`config.mk`:
```
export PLATFORM = sky130hd
export DESIGN_NAME = bucket_colormap_rgb
export DESIGN_NICKNAME = d
export VERILOG_FILES = /design/src/design/bcm_pkg.sv /design/src/design/bcm_front.sv /design/src/design/bcm_queue.sv /design/src/design/bcm_back.sv /design/src/design/bucket_colormap_rgb.sv
export SDC_FILE = /design/constraint.sdc
export NUM_CORES = 2
export LEC_CHECK = 0
export ABC_AREA = 0
export BUFFER_PORTS_ARGS = -buffer_cell sky130_fd_sc_hd__buf_2
export CAP_MARGIN = 10
export CELL_PAD_IN_SITES_DETAIL_PLACEMENT = 0
export CELL_PAD_IN_SITES_GLOBAL_PLACEMENT = 2
export CORE_MARGIN = 4
export CORE_UTILIZATION = 42
export CTS_BUF_LIST = sky130_fd_sc_hd__clkbuf_2
export DETAILED_ROUTE_END_ITERATION = 12
export PLACE_DENSITY = 0.89
export SYNTH_ARGS = -nofsm -noshare
export SYNTH_HDL_FRONTEND = slang
export SYNTH_SLANG_ARGS = --single-unit
```
`constraint.sdc`:
```
create_clock -name clk -period 31.2 [get_ports clk]
set_input_delay 3.12 -clock clk [delete_from_list [all_inputs] [get_ports clk]]
set_output_delay 3.12 -clock clk [all_outputs]
set_load 0.02 [all_outputs]
```
`src/design/bcm_pkg.sv`:
```
// ----------------------------------------------------------------------------
// bcm_pkg: shared codes and types for the bucket colormap
// Register indexes, gradient mode codes and the per-channel source selects
// that travel from the classifier to the divider back end.
// ----------------------------------------------------------------------------
`default_nettype none

package bcm_pkg;

	// Configuration register indexes
	localparam int CFG_INDEX_BITS = 2;
	localparam logic [CFG_INDEX_BITS-1:0] CFG_NUM_BUCKETS   = 2'd0;
	localparam logic [CFG_INDEX_BITS-1:0] CFG_GRADIENT_MODE = 2'd1;

	// Gradient mode codes; anything above MODE_SHSV means white
	localparam int MODE_BITS = 3;
	localparam logic [MODE_BITS-1:0] MODE_GREY = 3'd0;
	localparam logic [MODE_BITS-1:0] MODE_JET  = 3'd1;
	localparam logic [MODE_BITS-1:0] MODE_HOT  = 3'd2;
	localparam logic [MODE_BITS-1:0] MODE_HSV  = 3'd3;
	localparam logic [MODE_BITS-1:0] MODE_SHSV = 3'd4;

	localparam int NUM_BUCKETS_RESET = 256;
	localparam logic [MODE_BITS-1:0] MODE_RESET = MODE_JET;

	// Segment or hue sector number inside a map
	localparam int SEG_BITS = 3;
	typedef logic [SEG_BITS-1:0] seg_t;

	localparam int QUEUE_DEPTH = 4;

	// Source of one output channel
	typedef enum logic [1:0] {
		CH_ZERO,  // 0.0
		CH_FULL,  // 1.0
		CH_QUOT,  // floor(num * FULL / den)
		CH_COMP   // floor((den - num) * FULL / den)
	} ch_sel_t;

	typedef struct packed {
		ch_sel_t red;
		ch_sel_t green;
		ch_sel_t blue;
	} rgb_sel_t;

endpackage

`default_nettype wire

```
`src/design/bcm_front.sv`:
```
// ----------------------------------------------------------------------------
// bcm_front: bucket classifier
// Clamps the bucket, finds the map segment and forms the divider job
// (numerator, denominator and channel selects) for the back end queue.
// ----------------------------------------------------------------------------
`default_nettype none

module bcm_front #(
	parameter int INDEX_BITS = 16
) (
	input  wire logic                           clk,
	input  wire logic                           arst_n,
	input  wire logic [INDEX_BITS-1:0]          num_buckets,
	input  wire logic [bcm_pkg::MODE_BITS-1:0]  gradient_mode,
	input  wire logic                           bucket_valid,
	output logic                                bucket_ready,
	input  wire logic [INDEX_BITS-1:0]          bucket,
	output logic                                job_valid,
	input  wire logic                           job_full,
	output logic [INDEX_BITS:0]                 job_num,
	output logic [INDEX_BITS:0]                 job_den,
	output bcm_pkg::rgb_sel_t                   job_sel
);
	import bcm_pkg::*;

	localparam int DW = INDEX_BITS + 1;
	localparam int MW = INDEX_BITS + 4;

	logic                  adv;
	logic [INDEX_BITS-1:0] n_eff;
	logic                  over;
	logic                  at_top;
	logic [MW-1:0]         nx;
	logic [MW-1:0]         bx;
	logic [MW-1:0]         n3_c, n5_c, n7_c, n9_c, b3_c;

	logic                  v_s1;
	logic [MODE_BITS-1:0]  mode_s1;
	logic [INDEX_BITS-1:0] c_s1;
	logic [MW-1:0]         c3_s1;
	logic                  wrap_s1;
	logic [INDEX_BITS-1:0] n_s1;
	logic [MW-1:0]         n3_s1, n5_s1, n7_s1, n9_s1;

	logic [MW-1:0]         n1_a, n2_a, n4_a, c8_a, c6_a;
	seg_t                  seg_c;

	logic                  v_s2;
	logic [MODE_BITS-1:0]  mode_s2;
	seg_t                  seg_s2;
	logic [INDEX_BITS-1:0] c_s2;
	logic [MW-1:0]         c3_s2, c6_s2;
	logic [INDEX_BITS-1:0] n_s2;
	logic [MW-1:0]         n3_s2, n5_s2, n7_s2, n9_s2;

	logic [MW-1:0]         n1_b, n2_b, n4_b, c8_b, hue_base, num_c;
	rgb_sel_t              sel_c;

	// Stall the whole front when the last stage cannot hand off
	assign adv          = !v_s2 || !job_full;
	assign bucket_ready = adv;

	// Stage 1: clamp and precompute multiples
	always_comb begin
		n_eff  = (num_buckets == '0) ? INDEX_BITS'(1) : num_buckets;
		over   = bucket > n_eff;
		at_top = bucket >= n_eff;
		nx     = MW'(n_eff);
		bx     = MW'(bucket);
		n3_c   = nx + (nx << 1);
		n5_c   = nx + (nx << 2);
		n7_c   = (nx << 3) - nx;
		n9_c   = (nx << 3) + nx;
		b3_c   = bx + (bx << 1);
	end

	always_ff @(posedge clk or negedge arst_n) begin
		if (!arst_n) begin
			v_s1 <= 1'b0;
			v_s2 <= 1'b0;
		end else if (adv) begin
			v_s1 <= bucket_valid;
			v_s2 <= v_s1;
		end
	end

	always_ff @(posedge clk) begin
		if (adv) begin
			mode_s1 <= gradient_mode;
			c_s1    <= over ? n_eff : bucket;
			c3_s1   <= over ? n3_c : b3_c;
			wrap_s1 <= at_top;
			n_s1    <= n_eff;
			n3_s1   <= n3_c;
			n5_s1   <= n5_c;
			n7_s1   <= n7_c;
			n9_s1   <= n9_c;
		end
	end

	// Stage 2: segment compares
	always_comb begin
		n1_a = MW'(n_s1);
		n2_a = n1_a << 1;
		n4_a = n1_a << 2;
		c8_a = MW'(c_s1) << 3;
		c6_a = wrap_s1 ? '0 : (c3_s1 << 1);
		seg_c = '0;
		unique case (mode_s1)
			MODE_JET: begin
				priority if (c8_a <= n1_a) seg_c = SEG_BITS'(0);
				else if (c8_a < n3_s1) seg_c = SEG_BITS'(1);
				else if (c8_a < n5_s1) seg_c = SEG_BITS'(2);
				else if (c8_a < n7_s1) seg_c = SEG_BITS'(3);
				else seg_c = SEG_BITS'(4);
			end
			MODE_HOT: begin
				priority if (c3_s1 <= n1_a) seg_c = SEG_BITS'(0);
				else if (c3_s1 <= n2_a) seg_c = SEG_BITS'(1);
				else seg_c = SEG_BITS'(2);
			end
			MODE_HSV, MODE_SHSV: begin
				priority if (c6_a >= n5_s1) seg_c = SEG_BITS'(5);
				else if (c6_a >= n4_a) seg_c = SEG_BITS'(4);
				else if (c6_a >= n3_s1) seg_c = SEG_BITS'(3);
				else if (c6_a >= n2_a) seg_c = SEG_BITS'(2);
				else if (c6_a >= n1_a) seg_c = SEG_BITS'(1);
				else seg_c = SEG_BITS'(0);
			end
			default: seg_c = '0;
		endcase
	end

	always_ff @(posedge clk) begin
		if (adv) begin
			mode_s2 <= mode_s1;
			seg_s2  <= seg_c;
			c_s2    <= c_s1;
			c3_s2   <= c3_s1;
			c6_s2   <= c6_a;
			n_s2    <= n_s1;
			n3_s2   <= n3_s1;
			n5_s2   <= n5_s1;
			n7_s2   <= n7_s1;
			n9_s2   <= n9_s1;
		end
	end

	// Job formation: at most one add or subtract forms the numerator
	always_comb begin
		n1_b     = MW'(n_s2);
		n2_b     = n1_b << 1;
		n4_b     = n1_b << 2;
		c8_b     = MW'(c_s2) << 3;
		hue_base = '0;
		num_c    = '0;
		sel_c    = '{red: CH_ZERO, green: CH_ZERO, blue: CH_ZERO};
		unique case (mode_s2)
			MODE_GREY: begin
				num_c = MW'(c_s2);
				sel_c = '{red: CH_QUOT, green: CH_QUOT, blue: CH_QUOT};
			end
			MODE_JET: begin
				unique case (seg_s2)
					SEG_BITS'(0): begin
						num_c      = n1_b + c8_b;
						sel_c.blue = CH_QUOT;
					end
					SEG_BITS'(1): begin
						num_c = c8_b - n1_b;
						sel_c = '{red: CH_ZERO, green: CH_QUOT, blue: CH_FULL};
					end
					SEG_BITS'(2): begin
						num_c = c8_b - n3_s2;
						sel_c = '{red: CH_QUOT, green: CH_FULL, blue: CH_COMP};
					end
					SEG_BITS'(3): begin
						num_c = n7_s2 - c8_b;
						sel_c = '{red: CH_FULL, green: CH_QUOT, blue: CH_ZERO};
					end
					default: begin
						num_c     = n9_s2 - c8_b;
						sel_c.red = CH_QUOT;
					end
				endcase
			end
			MODE_HOT: begin
				unique case (seg_s2)
					SEG_BITS'(0): begin
						num_c     = c3_s2;
						sel_c.red = CH_QUOT;
					end
					SEG_BITS'(1): begin
						num_c = c3_s2 - n1_b;
						sel_c = '{red: CH_FULL, green: CH_QUOT, blue: CH_ZERO};
					end
					default: begin
						num_c = c3_s2 - n2_b;
						sel_c = '{red: CH_FULL, green: CH_FULL, blue: CH_QUOT};
					end
				endcase
			end
			MODE_HSV, MODE_SHSV: begin
				unique case (seg_s2)
					SEG_BITS'(0): begin
						hue_base = '0;
						sel_c    = '{red: CH_FULL, green: CH_QUOT, blue: CH_ZERO};
					end
					SEG_BITS'(1): begin
						hue_base = n1_b;
						sel_c    = '{red: CH_COMP, green: CH_FULL, blue: CH_ZERO};
					end
					SEG_BITS'(2): begin
						hue_base = n2_b;
						sel_c    = '{red: CH_ZERO, green: CH_FULL, blue: CH_QUOT};
					end
					SEG_BITS'(3): begin
						hue_base = n3_s2;
						sel_c    = '{red: CH_ZERO, green: CH_COMP, blue: CH_FULL};
					end
					SEG_BITS'(4): begin
						hue_base = n4_b;
						sel_c    = '{red: CH_QUOT, green: CH_ZERO, blue: CH_FULL};
					end
					default: begin
						hue_base = n5_s2;
						sel_c    = '{red: CH_FULL, green: CH_ZERO, blue: CH_COMP};
					end
				endcase
				num_c = c6_s2 - hue_base;
			end
			default: begin
				num_c = '0;
				sel_c = '{red: CH_FULL, green: CH_FULL, blue: CH_FULL};
			end
		endcase
	end

	assign job_valid = v_s2;
	assign job_num   = num_c[DW-1:0];
	assign job_den   = (mode_s2 == MODE_JET) ? {n_s2, 1'b0} : {1'b0, n_s2};
	assign job_sel   = sel_c;

	a_clamped: assert property (@(posedge clk) disable iff (!arst_n)
		v_s1 |-> (n_s1 != '0) && (c_s1 <= n_s1))
		else $error("clamped bucket outside 0..num_buckets");

endmodule

`default_nettype wire

```
`src/design/bcm_queue.sv`:
```
// ----------------------------------------------------------------------------
// bcm_queue: short job queue between classifier and divider
// Register-based FIFO; lets the front and back ends stall on their own.
// ----------------------------------------------------------------------------
`default_nettype none

module bcm_queue #(
	parameter int WIDTH = 38
) (
	input  wire logic             clk,
	input  wire logic             arst_n,
	input  wire logic             wr_valid,
	output logic                  full,
	input  wire logic [WIDTH-1:0] wr_data,
	output logic                  rd_valid,
	input  wire logic             rd_ready,
	output logic [WIDTH-1:0]      rd_data
);
	import bcm_pkg::*;

	localparam int PTR_BITS = $clog2(QUEUE_DEPTH);
	localparam int CNT_BITS = $clog2(QUEUE_DEPTH + 1);

	logic [WIDTH-1:0]    mem_q [QUEUE_DEPTH];
	logic [PTR_BITS-1:0] wr_ptr_q;
	logic [PTR_BITS-1:0] rd_ptr_q;
	logic [CNT_BITS-1:0] cnt_q;
	logic                push;
	logic                pop;

	assign full     = cnt_q == CNT_BITS'(QUEUE_DEPTH);
	assign rd_valid = cnt_q != '0;
	assign push     = wr_valid && !full;
	assign pop      = rd_ready && rd_valid;
	assign rd_data  = mem_q[rd_ptr_q];

	always_ff @(posedge clk or negedge arst_n) begin
		if (!arst_n) begin
			wr_ptr_q <= '0;
			rd_ptr_q <= '0;
			cnt_q    <= '0;
		end else begin
			if (push) wr_ptr_q <= wr_ptr_q + PTR_BITS'(1);
			if (pop) rd_ptr_q <= rd_ptr_q + PTR_BITS'(1);
			if (push && !pop) cnt_q <= cnt_q + CNT_BITS'(1);
			else if (pop && !push) cnt_q <= cnt_q - CNT_BITS'(1);
		end
	end

	always_ff @(posedge clk) begin
		if (push) mem_q[wr_ptr_q] <= wr_data;
	end

	a_cnt_bound: assert property (@(posedge clk) disable iff (!arst_n)
		cnt_q <= CNT_BITS'(QUEUE_DEPTH))
		else $error("queue count beyond depth");

	a_ptr_cnt: assert property (@(posedge clk) disable iff (!arst_n)
		(wr_ptr_q == rd_ptr_q) |-> (cnt_q == '0 || cnt_q == CNT_BITS'(QUEUE_DEPTH)))
		else $error("queue pointers and count disagree");

endmodule

`default_nettype wire

```
`src/design/bcm_back.sv`:
```
// ----------------------------------------------------------------------------
// bcm_back: divider back end
// Pipelined restoring divider, one quotient bit per stage, then channel
// assembly into the output register.
// ----------------------------------------------------------------------------
`default_nettype none

module bcm_back #(
	parameter int INDEX_BITS   = 16,
	parameter int CHANNEL_BITS = 16
) (
	input  wire logic                    clk,
	input  wire logic                    arst_n,
	input  wire logic                    job_valid,
	output logic                         job_ready,
	input  wire logic [INDEX_BITS:0]     job_num,
	input  wire logic [INDEX_BITS:0]     job_den,
	input  wire bcm_pkg::rgb_sel_t       job_sel,
	output logic                         rgb_valid,
	input  wire logic                    rgb_ready,
	output logic [CHANNEL_BITS-1:0]      red,
	output logic [CHANNEL_BITS-1:0]      green,
	output logic [CHANNEL_BITS-1:0]      blue
);
	import bcm_pkg::*;

	localparam int CB = CHANNEL_BITS;
	localparam int DW = INDEX_BITS + 1;
	localparam int XW = DW + CB;
	localparam logic [CB-1:0] FULL = '1;

	logic          adv;
	logic [XW-1:0] x_c;

	logic          v_s   [CB+1];
	logic [DW-1:0] rem_s [CB+1];
	logic [DW-1:0] den_s [CB+1];
	logic [CB-1:0] xlo_s [CB+1];
	logic [CB-1:0] quo_s [CB+1];
	rgb_sel_t      sel_s [CB+1];

	logic          out_v_q;
	logic [CB-1:0] red_q, green_q, blue_q;
	logic [CB-1:0] comp_c;

	function automatic logic [CHANNEL_BITS-1:0] pick(ch_sel_t s, logic [CHANNEL_BITS-1:0] q,
			logic [CHANNEL_BITS-1:0] qc);
		logic [CHANNEL_BITS-1:0] r;
		unique case (s)
			CH_ZERO: r = '0;
			CH_FULL: r = '1;
			CH_QUOT: r = q;
			CH_COMP: r = qc;
			default: r = '0;
		endcase
		return r;
	endfunction

	assign adv       = !out_v_q || rgb_ready;
	assign job_ready = adv;

	// Dividend num * FULL, as (num << CB) - num
	assign x_c = (XW'(job_num) << CB) - XW'(job_num);

	always_ff @(posedge clk or negedge arst_n) begin
		if (!arst_n) v_s[0] <= 1'b0;
		else if (adv) v_s[0] <= job_valid;
	end

	always_ff @(posedge clk) begin
		if (adv) begin
			rem_s[0] <= x_c[XW-1:CB];
			xlo_s[0] <= x_c[CB-1:0];
			den_s[0] <= job_den;
			quo_s[0] <= '0;
			sel_s[0] <= job_sel;
		end
	end

	for (genvar k = 0; k < CB; k++) begin : g_div
		logic [DW:0] trial;
		logic        ge;

		assign trial = {rem_s[k], xlo_s[k][CB-1]};
		assign ge    = trial >= {1'b0, den_s[k]};

		always_ff @(posedge clk or negedge arst_n) begin
			if (!arst_n) v_s[k+1] <= 1'b0;
			else if (adv) v_s[k+1] <= v_s[k];
		end

		always_ff @(posedge clk) begin
			if (adv) begin
				rem_s[k+1] <= ge ? DW'(trial - {1'b0, den_s[k]}) : trial[DW-1:0];
				xlo_s[k+1] <= xlo_s[k] << 1;
				den_s[k+1] <= den_s[k];
				quo_s[k+1] <= {quo_s[k][CB-2:0], ge};
				sel_s[k+1] <= sel_s[k];
			end
		end
	end

	// floor((den - num) * FULL / den) = FULL - ceil(num * FULL / den)
	assign comp_c = FULL - quo_s[CB] - CB'(rem_s[CB] != '0);

	always_ff @(posedge clk or negedge arst_n) begin
		if (!arst_n) out_v_q <= 1'b0;
		else if (adv) out_v_q <= v_s[CB];
	end

	always_ff @(posedge clk) begin
		if (adv) begin
			red_q   <= pick(sel_s[CB].red, quo_s[CB], comp_c);
			green_q <= pick(sel_s[CB].green, quo_s[CB], comp_c);
			blue_q  <= pick(sel_s[CB].blue, quo_s[CB], comp_c);
		end
	end

	assign rgb_valid = out_v_q;
	assign red       = red_q;
	assign green     = green_q;
	assign blue      = blue_q;

	a_den_nonzero: assert property (@(posedge clk) disable iff (!arst_n)
		v_s[0] |-> den_s[0] != '0)
		else $error("divider entered with zero denominator");

	a_num_le_den: assert property (@(posedge clk) disable iff (!arst_n)
		v_s[0] |-> rem_s[0] < den_s[0])
		else $error("divider numerator exceeds denominator");

endmodule

`default_nettype wire

```
`src/design/bucket_colormap_rgb.sv`:
```
// ----------------------------------------------------------------------------
// bucket_colormap_rgb: bucket index to RGB pseudo-color (grey/jet/hot/hsv)
// Throughput: one beat per cycle sustained, in and out, while rgb_ready is held high.
// Reset: arst_n clears all valid state and loads num_buckets = 256
//   (truncated to INDEX_BITS) and gradient_mode = jet.
// ----------------------------------------------------------------------------
`default_nettype none

module bucket_colormap_rgb #(
	parameter int INDEX_BITS   = 16,
	parameter int CHANNEL_BITS = 16
) (
	input  wire logic                                clk,
	input  wire logic                                arst_n,
	// Configuration write port
	input  wire logic                                cfg_we,
	input  wire logic [bcm_pkg::CFG_INDEX_BITS-1:0]  cfg_index,
	input  wire logic [INDEX_BITS-1:0]               cfg_wdata,
	// Bucket input channel
	input  wire logic                                bucket_valid,
	output logic                                     bucket_ready,
	input  wire logic [INDEX_BITS-1:0]               bucket,
	// Color output channel
	output logic                                     rgb_valid,
	input  wire logic                                rgb_ready,
	output logic [CHANNEL_BITS-1:0]                  red,
	output logic [CHANNEL_BITS-1:0]                  green,
	output logic [CHANNEL_BITS-1:0]                  blue
);
	import bcm_pkg::*;

	localparam int DW = INDEX_BITS + 1;
	localparam int QW = 2 * DW + $bits(rgb_sel_t);
	localparam logic [INDEX_BITS-1:0] NB_RESET = INDEX_BITS'(NUM_BUCKETS_RESET);

	// Configuration registers; the user must write them only while the block is idle (not enforced)
	logic [INDEX_BITS-1:0] num_buckets_q;
	logic [MODE_BITS-1:0]  gradient_mode_q;

	// Front end to queue
	logic                  fj_valid;
	logic                  fj_full;
	logic [DW-1:0]         fj_num;
	logic [DW-1:0]         fj_den;
	rgb_sel_t              fj_sel;

	// Queue to back end
	logic                  bj_valid;
	logic                  bj_ready;
	logic [QW-1:0]         bj_data;
	logic [DW-1:0]         bj_num;
	logic [DW-1:0]         bj_den;
	rgb_sel_t              bj_sel;

	// Decode config writes; writes to indexes past the list are dropped
	always_ff @(posedge clk or negedge arst_n) begin
		if (!arst_n) begin
			num_buckets_q   <= NB_RESET;
			gradient_mode_q <= MODE_RESET;
		end else if (cfg_we) begin
			unique case (cfg_index)
				CFG_NUM_BUCKETS:   num_buckets_q <= cfg_wdata;
				CFG_GRADIENT_MODE: gradient_mode_q <= cfg_wdata[MODE_BITS-1:0];
				default: ;
			endcase
		end
	end

	// Front: clamp, classify into a map segment, build the division job.
	// Two pipeline stages; the job is pushed straight from the second one.
	bcm_front #(
		.INDEX_BITS (INDEX_BITS)
	) u_front (
		.clk           (clk),
		.arst_n        (arst_n),
		.num_buckets   (num_buckets_q),
		.gradient_mode (gradient_mode_q),
		.bucket_valid  (bucket_valid),
		.bucket_ready  (bucket_ready),
		.bucket        (bucket),
		.job_valid     (fj_valid),
		.job_full      (fj_full),
		.job_num       (fj_num),
		.job_den       (fj_den),
		.job_sel       (fj_sel)
	);

	// Queue: absorbs short stalls so the front keeps taking beats while the
	// output register holds a color that has not been taken yet.
	bcm_queue #(
		.WIDTH (QW)
	) u_queue (
		.clk      (clk),
		.arst_n   (arst_n),
		.wr_valid (fj_valid),
		.full     (fj_full),
		.wr_data  ({fj_num, fj_den, fj_sel}),
		.rd_valid (bj_valid),
		.rd_ready (bj_ready),
		.rd_data  (bj_data)
	);

	assign {bj_num, bj_den, bj_sel} = bj_data;

	// Back: every channel is FULL, zero, the quotient q = floor(num*FULL/den)
	// or its complement; one divider covers all three channels since the
	// only two fractional values in any map sum to one.
	bcm_back #(
		.INDEX_BITS   (INDEX_BITS),
		.CHANNEL_BITS (CHANNEL_BITS)
	) u_back (
		.clk       (clk),
		.arst_n    (arst_n),
		.job_valid (bj_valid),
		.job_ready (bj_ready),
		.job_num   (bj_num),
		.job_den   (bj_den),
		.job_sel   (bj_sel),
		.rgb_valid (rgb_valid),
		.rgb_ready (rgb_ready),
		.red       (red),
		.green     (green),
		.blue      (blue)
	);

endmodule

`default_nettype wire

```
==> run summary <==
Outcome = finished clean
Max-cap violation count = 0
Root buf cell = clkbuf_2
Tcrit/Tclk final = 0.199
Global-route wire length before repair = 290,000 um
Sequential share of power = 0.375
CP startpoint kind = flop
Sw frac = 0.420
Arrival @ worst endpoint = 3.08 ns
Die width = 436 um
Global placer's final weighted congestion = 0.924
Switching power = 4.22 mW
DP Area = 0.0802 sq mm
Most common cell in the netlist = edfxtp_1
Place WS = 23.40 ns
CP required = 28.08 ns
Worst hold slack = 0.227 ns
Power, Total = 10.0 mW
Antenna-violating nets left = 0
Worst setup EP type = output pin
Post-CTS setup buffer count = 0
Initial antenna violation count = 4
Non-Filler Instances = 9,350
Total vias in the final route = 51.1k
Yosys reg bits = 1,438
IO Pins = 89
# placed instances = 8,739
Clk sink count = 1,438
Hold WC Path Type = flop to flop
Post-route setup slack = 25.00 ns
Clock Skew = 0.242 ns
Die height = 436 um
Reg clk slew, reported paths = 0.10 ns
Unrepaired setup endpoints after global routing = false
Row Count = 156
IO Port Bufs = 88
Post-Syn Nets = 7,067
Post-CTS Resized = 0
Final core occ = 0.459
Share of layout cells above drive strength 1 = 0.135
Hold buffers post-CTS = 0
Vias per cell = 5.47
HPWL after DPL = 139,000 um
H-Tree Depth = 5
Top cells by area, synth = edfxtp_1, ha_1, a21oi_1
Fin area = 0.0833 sq mm
Die ar. = 0.190 sq mm
Initial drt markers = 3,306
Post-synth EDFFs = 1,392
WL/cell = 20.1 um
Post-synth top cells = edfxtp_1, ha_1, inv_1
Initial Util = 0.424
Synthesized netlist cell count = 6,374
Clock share of power = 0.121
Largest net degree at the start of global routing = 160
P_int = 5.82 mW
Worst-skew pair later-pin latency = 1.70 ns
Grt ovf = 0
Mapped Area = 0.0769 sq mm
Worst-margin pin slew = 1.24 ns
Final min period = 6.20 ns
Yosys cell types = 91
CTS tree = built
Top FF cell, synth = edfxtp_1
Number of global-route vias before repair = 51.0k
Area delta synth->final = 8.35%
Async S/R FF share, synth = 0.0320
CP Max Fanout = 25
Setup total negative slack = 0 ns
DRC Markers = 0
Logic pwr share = 0.503
Slew margin rel. = 0.167
Cell Pwr Density = 120 mW/mm^2
Sequential-to-total area share from yosys stat = 0.559
Core Area = 0.181 sq mm
Synth top area share = 0.544
Pre-antenna DRT Iters = 6
YS warnings = 0
Final-stage net count = 7,440
Setup CP Type = flop to output pin
Total Routing Usage GR = 0.194
Top cell type by total area after synthesis = edfxtp_1
Final Max Tran Viols = 0
CTS Buffer Depth = 4
Avg Cell Area, Syn = 12.1 sq um
Maximum vdd drop = 0.0000724 V
Fmax = 161 MHz
Routed WL = 187,000 um
Final hold violations = 0
Num CTS Buffers = 376
Final setup vio count = 0
Pleak = 33.7 nW
-- worst max-delay path: stages, from the launching register on --
cell and delay [ns]:
dfrtp_1 0.43, nor2_1 0.23, nand3_4 0.39, buf_2 0.32
-- layout make-up --
cell class	instances	area (sq um)
tap	2370	2970
timing repair buffer	144	873
clock buffer	521	2610
fill	16597	98000
antenna	6	15.0
multi-input combinational	4233	31300
inverter	554	2080
clock inverter	84	468
sequential	1438	43000
-- final timing paths --
check / end / from / depth (start not counted) / slack [ns]
max: bucket_ready / u_queue.cnt_q[1] / 3 / 25.00
min: u_back.sel_s[0][7] / u_back.sel_s[0][1] / 0 / 0.23
max reg2reg: u_queue.mem_q[0][35] / u_front.seg_s2[1] / 15 / 25.46
min reg2reg: u_back.sel_s[0][7] / u_back.sel_s[0][1] / 0 / 0.23
max in group asynchronous: u_back.v_s[0] / arst_n / 2 / 28.95
min in group asynchronous: u_queue.cnt_q[1] / arst_n / 2 / 1.58
-- power by group through the flow --
stage | registers (mW) | clock network [mW] | logic (mW)
after floorplan | 3.67 | 0 | 3.78
after global placement | 3.80 | 0 | 4.95
after detailed placement | 3.81 | 0 | 5.02
after CTS | 3.77 | 1.28 | 5.05
after global routing | 3.83 | 1.39 | 5.62
final | 3.77 | 1.22 | 5.05
-- sequential cells by signal, indices dropped and copies added, names as in the netlist, 17 cells and up --
| signal | cells |
|---|---|
| u_back.v_s | 17 |
| u_front.n9_s2 | 17 |
| u_front.c3_s1 | 17 |
| u_back.rem_s | 289 |
| u_back.den_s | 272 |
| u_front.c3_s2 | 17 |
| u_front.n9_s1 | 17 |
| u_back.xlo_s | 136 |
| u_back.sel_s | 102 |
| u_back.quo_s | 136 |
| u_front.n7_s1 | 19 |
| u_queue.mem_q | 160 |
| u_front.n5_s1 | 17 |
-- per-layer routing --
layer | track usage | part of all wire
met1 | 0.230 | 0.41
met5 | 0 | 0
met4 | 0.0889 | 0.042
met3 | 0.0318 | 0.043
met2 | 0.343 | 0.50
-- kinds of logic (layout without fill, tap and decap cells) --
| kind of cell | Yosys count | after routing | share of synthesized area |
|---|---|---|---|
| compound gates | 1538 | 1538 | 0.128 |
| xor+xnor | 358 | 358 | 0.0408 |
| fa+ha+maj | 658 | 658 | 0.109 |
| buf+inv | 703 | 1303 | 0.0348 |
| flops | 1438 | 1438 | 0.559 |
| mux | 214 | 214 | 0.0370 |
| other cells | 0 | 6 | 0 |
| simple gates | 1465 | 1465 | 0.0915 |
-- cell usage in the layout, fill, tap and decap left out, types with 43 or more instances in the layout --
master	n
edfxtp_1	1392
ha_1	628
inv_1	554
clkbuf_2	521
a21oi_1	472
nor2_1	457
nand2_1	367
o21ai_0	329
xnor2_1	214
a21o_1	159
xor2_1	144
mux2_2	142
nor3_1	103
nor2b_1	92
buf_2	88
nand2b_1	80
nand4_1	75
nand3_1	74
o21a_1	71
clkinv_1	62
buf_4	55
a211oi_1	43
dfrtp_1	43
Power figures use the tool's default switching activity.
